**config.mk**
```make
export PLATFORM = sky130hd
export DESIGN_NAME = gtp_div
export DESIGN_NICKNAME = d
export VERILOG_FILES = /design/src/rtl/gtp_pkg.sv /design/src/rtl/gtp_div.sv
export SDC_FILE = /design/constraint.sdc
export NUM_CORES = 1
export LEC_CHECK = 0
export ABC_AREA = 1
export BUFFER_PORTS_ARGS = -buffer_cell sky130_fd_sc_hd__clkbuf_2
export CORE_MARGIN = 2
export CORE_UTILIZATION = 52
export CTS_BUF_LIST = sky130_fd_sc_hd__clkbuf_8
export CTS_CLUSTER_DIAMETER = 30
export DETAILED_ROUTE_END_ITERATION = 8
export GPL_ROUTABILITY_DRIVEN = 0
export PLACE_DENSITY = 0.76
export SYNTH_ARGS = -nofsm -noshare
export SYNTH_HDL_FRONTEND = slang
export SYNTH_SLANG_ARGS = --single-unit
```
**constraint.sdc**
```tcl
create_clock -name clk -period 2.9 [get_ports clk]
set_input_delay 0.58 -clock clk [delete_from_list [all_inputs] [get_ports clk]]
set_output_delay 0.58 -clock clk [all_outputs]
set_load 0.1 [all_outputs]
```
**src/rtl/gtp_pkg.sv**
```systemverilog
// Shared types and constants for the genetic-to-physical position converter.
// Holds the channel payload structs, map entry and divider status types.
// No dependencies.
package gtp_pkg;

  localparam int FRAC_BITS = 24;                 // position fraction is value / 2^FRAC_BITS
  localparam int CM_W      = 24;                 // centimorgan Q.8 width
  localparam int BP_W      = 28;                 // base-pair width
  localparam int IDX_W     = 10;                 // load item entry index width
  localparam int CNT_W     = 11;                 // map_entries register width
  localparam int GEN_W     = FRAC_BITS + CM_W;   // genetic target width
  localparam int PROD_W    = BP_W + CM_W;        // scaled interpolation product width
  localparam int DIV_CNT_W = $clog2(BP_W);

  localparam int CFG_IDX_W = 2;
  localparam int CFG_W     = 28;

  localparam logic [CFG_IDX_W-1:0] CFG_USE_MAP     = 2'd0;
  localparam logic [CFG_IDX_W-1:0] CFG_GEN_LENGTH  = 2'd1;
  localparam logic [CFG_IDX_W-1:0] CFG_CHROM_LEN   = 2'd2;
  localparam logic [CFG_IDX_W-1:0] CFG_MAP_ENTRIES = 2'd3;

  localparam logic [CM_W-1:0]  GEN_LENGTH_RST  = 24'd25600;
  localparam logic [BP_W-1:0]  CHROM_LEN_RST   = 28'd100000000;
  localparam logic [CNT_W-1:0] MAP_ENTRIES_RST = 11'd2;

  localparam logic [BP_W-1:0] BP_MAX = {BP_W{1'b1}};

  typedef enum logic [0:0] {
    CMD_LOAD    = 1'b0,
    CMD_CONVERT = 1'b1
  } cmd_t;

  typedef struct packed {
    cmd_t                 cmd;
    logic [IDX_W-1:0]     entry_index;
    logic [CM_W-1:0]      entry_cm_q8;
    logic [BP_W-1:0]      entry_bp;
    logic [FRAC_BITS-1:0] position_frac;
    logic                 first_of_run;
  } gtp_in_t;

  typedef struct packed {
    logic [BP_W-1:0] bp_position;
    logic            saturated;
  } gtp_out_t;

  typedef struct packed {
    logic [CM_W-1:0] cm;
    logic [BP_W-1:0] bp;
  } map_entry_t;

  typedef struct packed {
    logic busy;
    logic done;
    logic exact;
  } div_stat_t;

endpackage

```
**src/rtl/gtp_div.sv**
```systemverilog
// Restoring divider, one quotient bit per cycle, BP_W steps.
// The dividend's top CM_W bits must already be below the divisor. Uses gtp_pkg.
module gtp_div
  import gtp_pkg::*;
(
  input  logic              clk,
  input  logic              rst_n,
  input  logic              start,
  input  logic [PROD_W-1:0] dividend,
  input  logic [CM_W-1:0]   divisor,
  output div_stat_t         stat,
  output logic [BP_W-1:0]   quotient
);

  logic                 busy_r, busy_nxt;
  logic                 done_r, done_nxt;
  logic [DIV_CNT_W-1:0] cnt_r, cnt_nxt;
  logic [CM_W-1:0]      rem_r, rem_nxt;
  logic [BP_W-1:0]      quo_r, quo_nxt;
  logic [CM_W-1:0]      dsr_r, dsr_nxt;
  logic [CM_W:0]        trial;
  logic                 ge;

  // shift the next dividend bit into the partial remainder
  assign trial = {rem_r, quo_r[BP_W-1]};
  assign ge    = trial >= {1'b0, dsr_r};

  always_comb begin
    busy_nxt = busy_r;
    done_nxt = 1'b0;
    cnt_nxt  = cnt_r;
    rem_nxt  = rem_r;
    quo_nxt  = quo_r;
    dsr_nxt  = dsr_r;
    if (start) begin
      busy_nxt = 1'b1;
      cnt_nxt  = DIV_CNT_W'(BP_W - 1);
      rem_nxt  = dividend[PROD_W-1 -: CM_W];
      quo_nxt  = dividend[BP_W-1:0];
      dsr_nxt  = divisor;
    end else if (busy_r) begin
      rem_nxt = ge ? CM_W'(trial - {1'b0, dsr_r}) : trial[CM_W-1:0];
      quo_nxt = {quo_r[BP_W-2:0], ge};
      cnt_nxt = cnt_r - 1'b1;
      if (cnt_r == '0) begin
        busy_nxt = 1'b0;
        done_nxt = 1'b1;
      end
    end
  end

  always_ff @(posedge clk) begin
    if (!rst_n) begin
      busy_r <= 1'b0;
      done_r <= 1'b0;
    end else begin
      busy_r <= busy_nxt;
      done_r <= done_nxt;
    end
    cnt_r <= cnt_nxt;
    rem_r <= rem_nxt;
    quo_r <= quo_nxt;
    dsr_r <= dsr_nxt;
  end

  assign stat.busy  = busy_r;
  assign stat.done  = done_r;
  assign stat.exact = (rem_r == '0);
  assign quotient   = quo_r;

endmodule

```
-- Yosys cells after proc, flatten, opt, wreduce, memory -nomap -nowiden
Cells that the tools add are included.
- eq/ne operators: 0
- muxes and demuxes: 9
- shifts and indexed selects: 0
- order comparisons: 1
- $add $sub $neg: 2
- reduce and logical (&&, ||, !) cells: 4
- bitwise gates (word level): 2
- divide/modulo/power cells: 0
- $mul: 0
- operator list (cell ; number):
    $mux 24 ; 3
    $mux 28 ; 2
    $ge 25x24->1 ; 1
    $logic_not 24->1 ; 1
    $sub 24x24->24 ; 1
    $logic_not 5->1 ; 1
    $sub 5x1->5 const B ; 1
    $mux 1 ; 4
    $reduce_or 3->1 ; 1
    $not 1->1 ; 2
    $reduce_bool 2->1 ; 1
- memories kept: 0
- word-level logic and storage cells: 24
- input port bits: 79
- bits in writable memories: 0
- flip-flop bits (word level): 83
- latch bits: 0
- output and inout port bits: 31
- bits in read-only memories: 0

-- Logic depth before layout (Yosys ltp)
Gate-level depths: netlist (run 1).
- depth in word-level cells: 4
- gate-level depth with buffers: 15
- depth with buffers taken out: 15

-- Worst setup path before layout (run 1)
No wires, ideal clock.
- kind: register -> output
- start: reg rem_r[0]
- end: out stat[0] in the netlist's numbering
- path buffers: 0
- path slack: -1.302 ns
- required time: 2.320 ns
- arrival: 3.622 ns
- stages on the path, launching flop included: 4
- cells stage by stage: edfxtp_1 nor4_1 nand3_1 nor4_1
- RTL lines (what ; line ; text):
    from (decl) ; gtp_div.sv:18 ; logic [CM_W-1:0] rem_r, rem_nxt;
    from (signal assigned) ; gtp_div.sv:61 ; rem_r <= rem_nxt;
    to (decl) ; gtp_div.sv:11 ; output div_stat_t stat,

==> metrics.md, run 1 <==
| Metric | Value |
|---|---|
| Remaining DRCs | `0` |
| Clock skew | `about 0.013 ns` |
| Die W | `about 110 um` |
| Leak | `about 3.5 nW` |
| CTS Buffer Depth | `2` |
| Core Rows | `37` |
| Total vias in the final route | `5156` |
| Die Y | `about 110 um` |
| Syn Nets | `864` |
| Mapped cell area | `0.00556 mm^2` |
| CP max FO | `3` |
| Clk slew on worst S/H paths | `~0.10 ns` |
| Synth Warn # | `0` |
| WL final | `about 14000 um` |
| Worst Hold Class | `in -> reg` |
| Max Slew Vio Count | `0` |
| Total track usage | `approximately a quarter` |
| Unrepaired setup endpoints after global routing | `false` |
| Post-route setup TNS | `0 ns` |
| Power Density | `slightly below 700 mW/mm^2` |
| Worst Path Required | `2.32 ns` |
| Post-route minimum period | `2.84 ns` |
| Clock sink count | `83` |
| Compound-Gate Fraction of Synth Area | `under 10%` |
| Startpoint types | `flop` |
| Root Driver | `clkbuf_8` |
| CTS Buf Count | `9` |
| Placed inst area | `0.00624 mm^2` |
| Vias per std cell | `between 5 and 6` |
| Slew HR | `between 40% and 50%` |
| Post-DP HPWL | `around 10000 um` |
| Drt pass-1 iters | `5` |
| Setup violations, final | `0` |
| Critical path class | `reg -> out` |
| Initial core utilization | `~54%` |
| Die area | `roughly 0.012 mm^2` |
| F_max | `~0.35 GHz` |
| H-tree depth | `3` |
| Finished Cell Area | `0.00643 mm^2` |
| Placed Cells incl. Taps | `988` |
| Fill cells | `between 900 and 1000` |
| Synthesized flop and latch total | `83` |
| Initial antenna violation count | `0` |
| Max Cap Violations | `0` |
| Avg WL per Cell | `14.0 um` |
| Synth Area in Adders | `~6%` |
| Average size of a mapped cell | `roughly 7.3 um^2` |
| Hold Fails Final Rpt | `0` |
| Slew @ Worst Pin | `approximately 0.82 ns` |
| 1st-iter DRT viols | `366` |
| Vias in the first global route | `between 5000 and 6000` |
| Xor/xnor cell area share of the yosys netlist | `1.73%` |
| Worst Path Arrival | `about 2.3 ns` |
| Ports | `110` |
| Crit end category | `output port` |
| Largest net degree at the start of global routing | `80` |
| Combinational family with the most area after synthesis | `simple AND/OR/NAND/NOR gates` |
| Post-CTS Setup Bufs | `0` |
| Post-synthesis mux area share | `0%` |
| Outcome | `completed` |
| Synthesized instance count | `between 700 and 800` |
| Antenna viol nets, final | `0` |
| CTS tree | `done` |
| Post-layout nets | `968` |
| Post-synthesis simple-gate area fraction | `35.2%` |
| Fin Hold WS | `between 0.3 and 0.4 ns` |
| Area delta synth->final | `15.8%` |
| Total global routing overflow | `0` |
| Clk Latency, worst-skew pair | `roughly 0.38 ns` |
| CORE AREA | `0.0104 mm^2` |
| First-pass GRT wire length | `between 20000 and 25000 um` |
| # diodes | `0` |
| Maximum vdd drop | `between 0.5 and 0.6 mV` |
| Layout cell share with drive strength beyond 1 | `about 17%` |
| Part of the cycle the worst path needs | `98.0%` |
| Distinct cells, synth | `35` |
| Post-synthesis sequential area ratio | `a little over two fifths` |
| Area of the multi-input gates | `~0.0025 mm^2` |
| Port bufs | `109` |
| Final std cells w/o fill | `1004` |
| Seq. cell area | `between 0.002 and 0.0025 mm^2` |
==> path summary, 6_finish.rpt <==
| path | startpoint | end | cells after the start | slack (ns) |
|---|---|---|---|---|
| worst max-delay path | rem_r[23]$_DFFE_PP_ | stat[0] | 4 | 0.06 |
| worst min-delay path | divisor[18] | dsr_r[18]$_DFFE_PP_ | 1 | 0.36 |
| worst max register to register | rem_r[11]$_DFFE_PP_ | rem_r[23]$_DFFE_PP_ | 13 | 0.41 |
| worst min register to register | cnt_r[3]$_SDFFE_PP1P_ | cnt_r[3]$_SDFFE_PP1P_ | 1 | 0.48 |
==> layer usage <==
metal | vias to the layer above | GRT usage (%) | share of wire, %
met3 | 36 | 7.93 | 8.0
met5 | - | 0 | 0
li1 | 2604 | - | -
met1 | 2321 | 31.6 | 43
met2 | 195 | 41.7 | 46
met4 | 0 | 9.71 | 2.7
==> worst max-delay path: stages, from the launching register on <==
cell	delay, ns
edfxtp_1	0.43
nor4_1	0.55
nand4_1	0.31
nor4_4	0.21
clkbuf_4	0.37
==> registers in the layout, indices dropped and copies added (netlist names) <==
signal    count
done_r        1
quotient     28
cnt_r         5
dsr_r        24
busy_r        1
rem_r        24
==> layout by cell type (no fill, tap or decap), drive strengths merged, types with 2 or more instances in the layout <==
cell	synthesis	routed
inv	133	136
nand4	31	31
and2	2	2
nor2	34	34
xnor2	9	9
clkinv	0	3
nand3b	4	4
dfxtp	7	7
buf	11	7
edfxtp	76	76
nand3	50	50
xor2	2	2
ha	25	25
a21oi	16	16
clkbuf	12	119
nand2	328	328
nor4	6	6
o21ai	3	3
nor3	3	3
==> power breakdown <==
| part | internal [mW] | switching, mW | leakage (nW) | total [mW] |
|---|---|---|---|---|
| logic | 0.612 | 1.37 | 2.59 | 1.98 |
| clock network | 0.351 | 0.496 | 0.0994 | 0.847 |
| registers | 1.51 | 0.117 | 0.823 | 1.63 |
==> cells in the mapped netlist (all sizes together) <==
cell type  number  area (um^2)
a21oi          16         91.3
a31oi           1         6.26
and2            2         12.5
buf            11         71.3
clkbuf         12         45.0
dfxtp           7          140
edfxtp         76         2280
fa              1         20.0
ha             25          313
inv           133          499
nand2         328         1240
nand3          50          268
nand3b          4         30.0
nand4          31          194
nor2           34          135
nor3            3         25.0
nor3b           1         7.51
nor4            6         37.5
o211ai          1         7.51
o21a            1         7.51
o21ai           3         15.0
o21bai          1         7.51
or2             1         6.26
xnor2           9         78.8
xor2            2         17.5
==> cell type report <==
cell class | instances | share of cell area (%)
Clock inverter | 6 | 0.856
Clock buffer | 10 | 2.14
Tap cell | 136 | 2.64
Multi-Input combinational cell | 520 | 39.4
Timing Repair Buffer | 116 | 9.53
Sequential cell | 83 | 37.7
Inverter | 133 | 7.76
==> timing repair <==
item                       4_1_cts  5_1_grt
gates resized for setup          1        0
setup endpoints to repair        1        0
hold buffers                     0        0
==> logic make-up (layout without fill, tap and decap cells) <==
kind of cell,count (synthesis),after routing
AO/OA/AOI/OAI,23,23
XOR/XNOR,11,11
adder cells (fa/ha/maj),26,26
buffers and inverters,156,265
flip-flops,83,83
AND/OR/NAND/NOR,460,460
==> per-stage QoR <==
step                      utilization (%)  power, mW  setup slack, ns
after detailed placement             60.2       3.60            0.434
after global routing                 62.0       4.77           0.0671
after floorplan                         -       3.17            0.352
final                                62.0       4.45           0.0569
after CTS                            62.0       4.46            0.109
after global placement               60.2       3.56            0.448
(Power assumes the default switching activity.)
==> run 2: changes to the inputs <==
- MAX_ROUTING_LAYER: unset -> met4
==> run 2 against run 1 <==
Against the previous run: global-route usage is 0.69 points higher; critical path depth unchanged; routed wire length hardly changed; fmax barely moved; clock skew about the same; critical path type unchanged; register-to-register slack about the same; sequential share of layout area stayed put; non-clock buffer count unchanged; clock power is essentially flat; cell count unchanged; first-iteration DRC count up 3.3%.
==> metrics.md, run 2 (same netlist as run 1, synthesis figures left out) <==
| Metric | Value |
|---|---|
| Clock sink count | `83 (unchanged)` |
| Max Cap Violations | `0 (unchanged)` |
| Largest register FFs | `28 (unchanged)` |
| WL final | `14100 um (about the same)` |
| Ports | `110 (unchanged)` |
| 1st-iter DRT viols | `378 (+3.3%)` |
| Critical path class | `reg -> out` |
| Maximum vdd drop | `0.554 mV (-1.1%)` |
| Worst Path Arrival | `2.26 ns (about the same)` |
| Port bufs | `109 (unchanged)` |
| Core Rows | `37 (unchanged)` |
| Part of the cycle the worst path needs | `98.0% (about the same)` |
| CP max stage delay | `0.55 ns (about the same)` |
| Vias in the first global route | `5162 (+0.019%)` |
| Vias per std cell | `5.15 (+0.23%)` |
| Slew @ Worst Pin | `0.802 ns (-0.0167 ns)` |
| Avg WL per Cell | `14.0 um (about the same)` |
| Placed Cells incl. Taps | `988 (unchanged)` |
| Crit path max-delay cell type | `nor4_1` |
| Power Density | `692 mW/mm^2 (about the same)` |
| Post-route minimum period | `2.84 ns (-0.000528 ns)` |
| Clock skew | `0.0129 ns (-0.0000103 ns)` |
| Fin Hold WS | `0.360 ns (-0.00228 ns)` |
| Largest net degree at the start of global routing | `80 (unchanged)` |
| Post-CTS Setup Bufs | `0 (unchanged)` |
| Die Y | `107 um (unchanged)` |
| Drt pass-1 iters | `5 (unchanged)` |
| Util after Layout | `62.0% (unchanged)` |
| Startpoint types | `flop` |
| Overall Power | `4.45 mW (about the same)` |
| Setup violations, final | `0 (unchanged)` |
| Hold Fails Final Rpt | `0 (unchanged)` |
| Total track usage | `26.2% (+0.69 points)` |
| Crit end category | `output port` |
| Antenna viol nets, final | `0 (unchanged)` |
| Crit path cell chain | `nor4_1 -> nand4_1 -> nor4_4 -> clkbuf_4` |
| Outcome | `completed` |
| Flop2flop setup slack | `0.42 ns (about the same)` |
| Most frequent cells in the layout | `nand2_1, inv_1, clkbuf_2` |
| H-tree depth | `3 (unchanged)` |
| Critical Path End | `stat[0]` |
| R2r startpoint | `rem_r[11]$_DFFE_PP_` |
| CTS Buf Count | `9 (unchanged)` |
| Remaining DRCs | `0 (unchanged)` |
| CTS tree | `done` |
| F_max | `0.352 GHz (about the same)` |
| First-pass GRT wire length | `23000 um (unchanged)` |
| Unrepaired setup endpoints after global routing | `false` |
| Max Slew Vio Count | `0 (unchanged)` |
| Post-layout nets | `968 (unchanged)` |
| Slew HR | `46.5% (+1.1 points)` |
| # diodes | `0 (unchanged)` |
| CTS Buffer Depth | `2 (unchanged)` |
| Post-route setup TNS | `0 ns (unchanged)` |
| Total vias in the final route | `5168 (+0.23%)` |
| Area delta synth->final | `15.8% (unchanged)` |
| Commonest non-fill, non-tap cell in the layout | `nand2_1` |
| Clk Latency, worst-skew pair | `0.39 ns (about the same)` |
| Die W | `107 um (unchanged)` |
| CORE AREA | `0.0104 mm^2 (unchanged)` |
| Worst Setup SP | `rem_r[23]$_DFFE_PP_` |
| CP max FO | `3 (unchanged)` |
| Final std cells w/o fill | `1004 (unchanged)` |
| Clk slew on worst S/H paths | `0.10 ns (about the same)` |
| CTS resizes | `1 (unchanged)` |
| Root Driver | `clkbuf_8` |
| Worst Path Required | `2.32 ns (about the same)` |
| Worst Hold Class | `in -> reg` |
| R2r endpoint | `rem_r[23]$_DFFE_PP_` |
| Layout cell share with drive strength beyond 1 | `17.1% (unchanged)` |
| Leak | `3.51 nW (unchanged)` |
| Total global routing overflow | `0 (unchanged)` |
| Post-DP HPWL | `10300 um (unchanged)` |
| Initial core utilization | `53.6% (unchanged)` |
| Die area | `0.0115 mm^2 (unchanged)` |
| Hold Buf Count CTS | `0 (unchanged)` |
| Initial antenna violation count | `0 (unchanged)` |
| Cell count of the worst reg-to-reg path | `13 (unchanged)` |
run 2: worst max-delay path: cells and delay by family (launching register included):
kind                   cells  cell delay, ns
DFF                        1            0.43
buffers and inverters      1            0.37
and+or+nand+nor            3            1.07
run 2: area by class of cell:
| type | count | area (um^2) |
|---|---|---|
| clock buffer | 10 | 138 |
| fill | 949 | 3940 |
| sequential | 83 | 2420 |
| inverter | 133 | 499 |
| tap | 136 | 170 |
| timing repair buffer | 116 | 613 |
| clock inverter | 6 | 55.1 |
| multi-input combinational | 520 | 2540 |
run 2: routing by layer:
layer	track usage, %	vias to the layer above	wire length, um
met5	-	-	0
met4	9.71	0	374
met3	6.48	34	1090
li1	-	2606	-
met2	41.7	201	6540
met1	32.5	2327	6090
run 2: metrics by stage:
step                      cell area [um^2]  worst slack [ns]
final                                 6430            0.0575
after global routing                  6430            0.0696
after CTS                             6430             0.109
after detailed placement              6240             0.434
after global placement                6240             0.448
after floorplan                       5570             0.352
run 2: how the worst min path moves through the flow:
stage               depth (start not counted)  slack, ns             startpoint               endpoint
global route                                1       0.35            divisor[20]    dsr_r[20]$_DFFE_PP_
global placement                            2       0.44  cnt_r[4]$_SDFFE_PP1P_  cnt_r[4]$_SDFFE_PP1P_
floorplan                                   2       0.43  cnt_r[4]$_SDFFE_PP1P_  cnt_r[4]$_SDFFE_PP1P_
finish                                      1       0.36            divisor[18]    dsr_r[18]$_DFFE_PP_
detailed placement                          1       0.47  cnt_r[3]$_SDFFE_PP1P_  cnt_r[3]$_SDFFE_PP1P_
CTS                                         1       0.34            divisor[18]    dsr_r[18]$_DFFE_PP_
run 2: where the power goes:
group / switching, mW / leakage, nW / internal [mW]
sequential: 0.117 / 0.823 / 1.51
clock: 0.496 / 0.0994 / 0.351
combinational: 1.37 / 2.59 / 0.612
total: 1.98 / 3.51 / 2.48
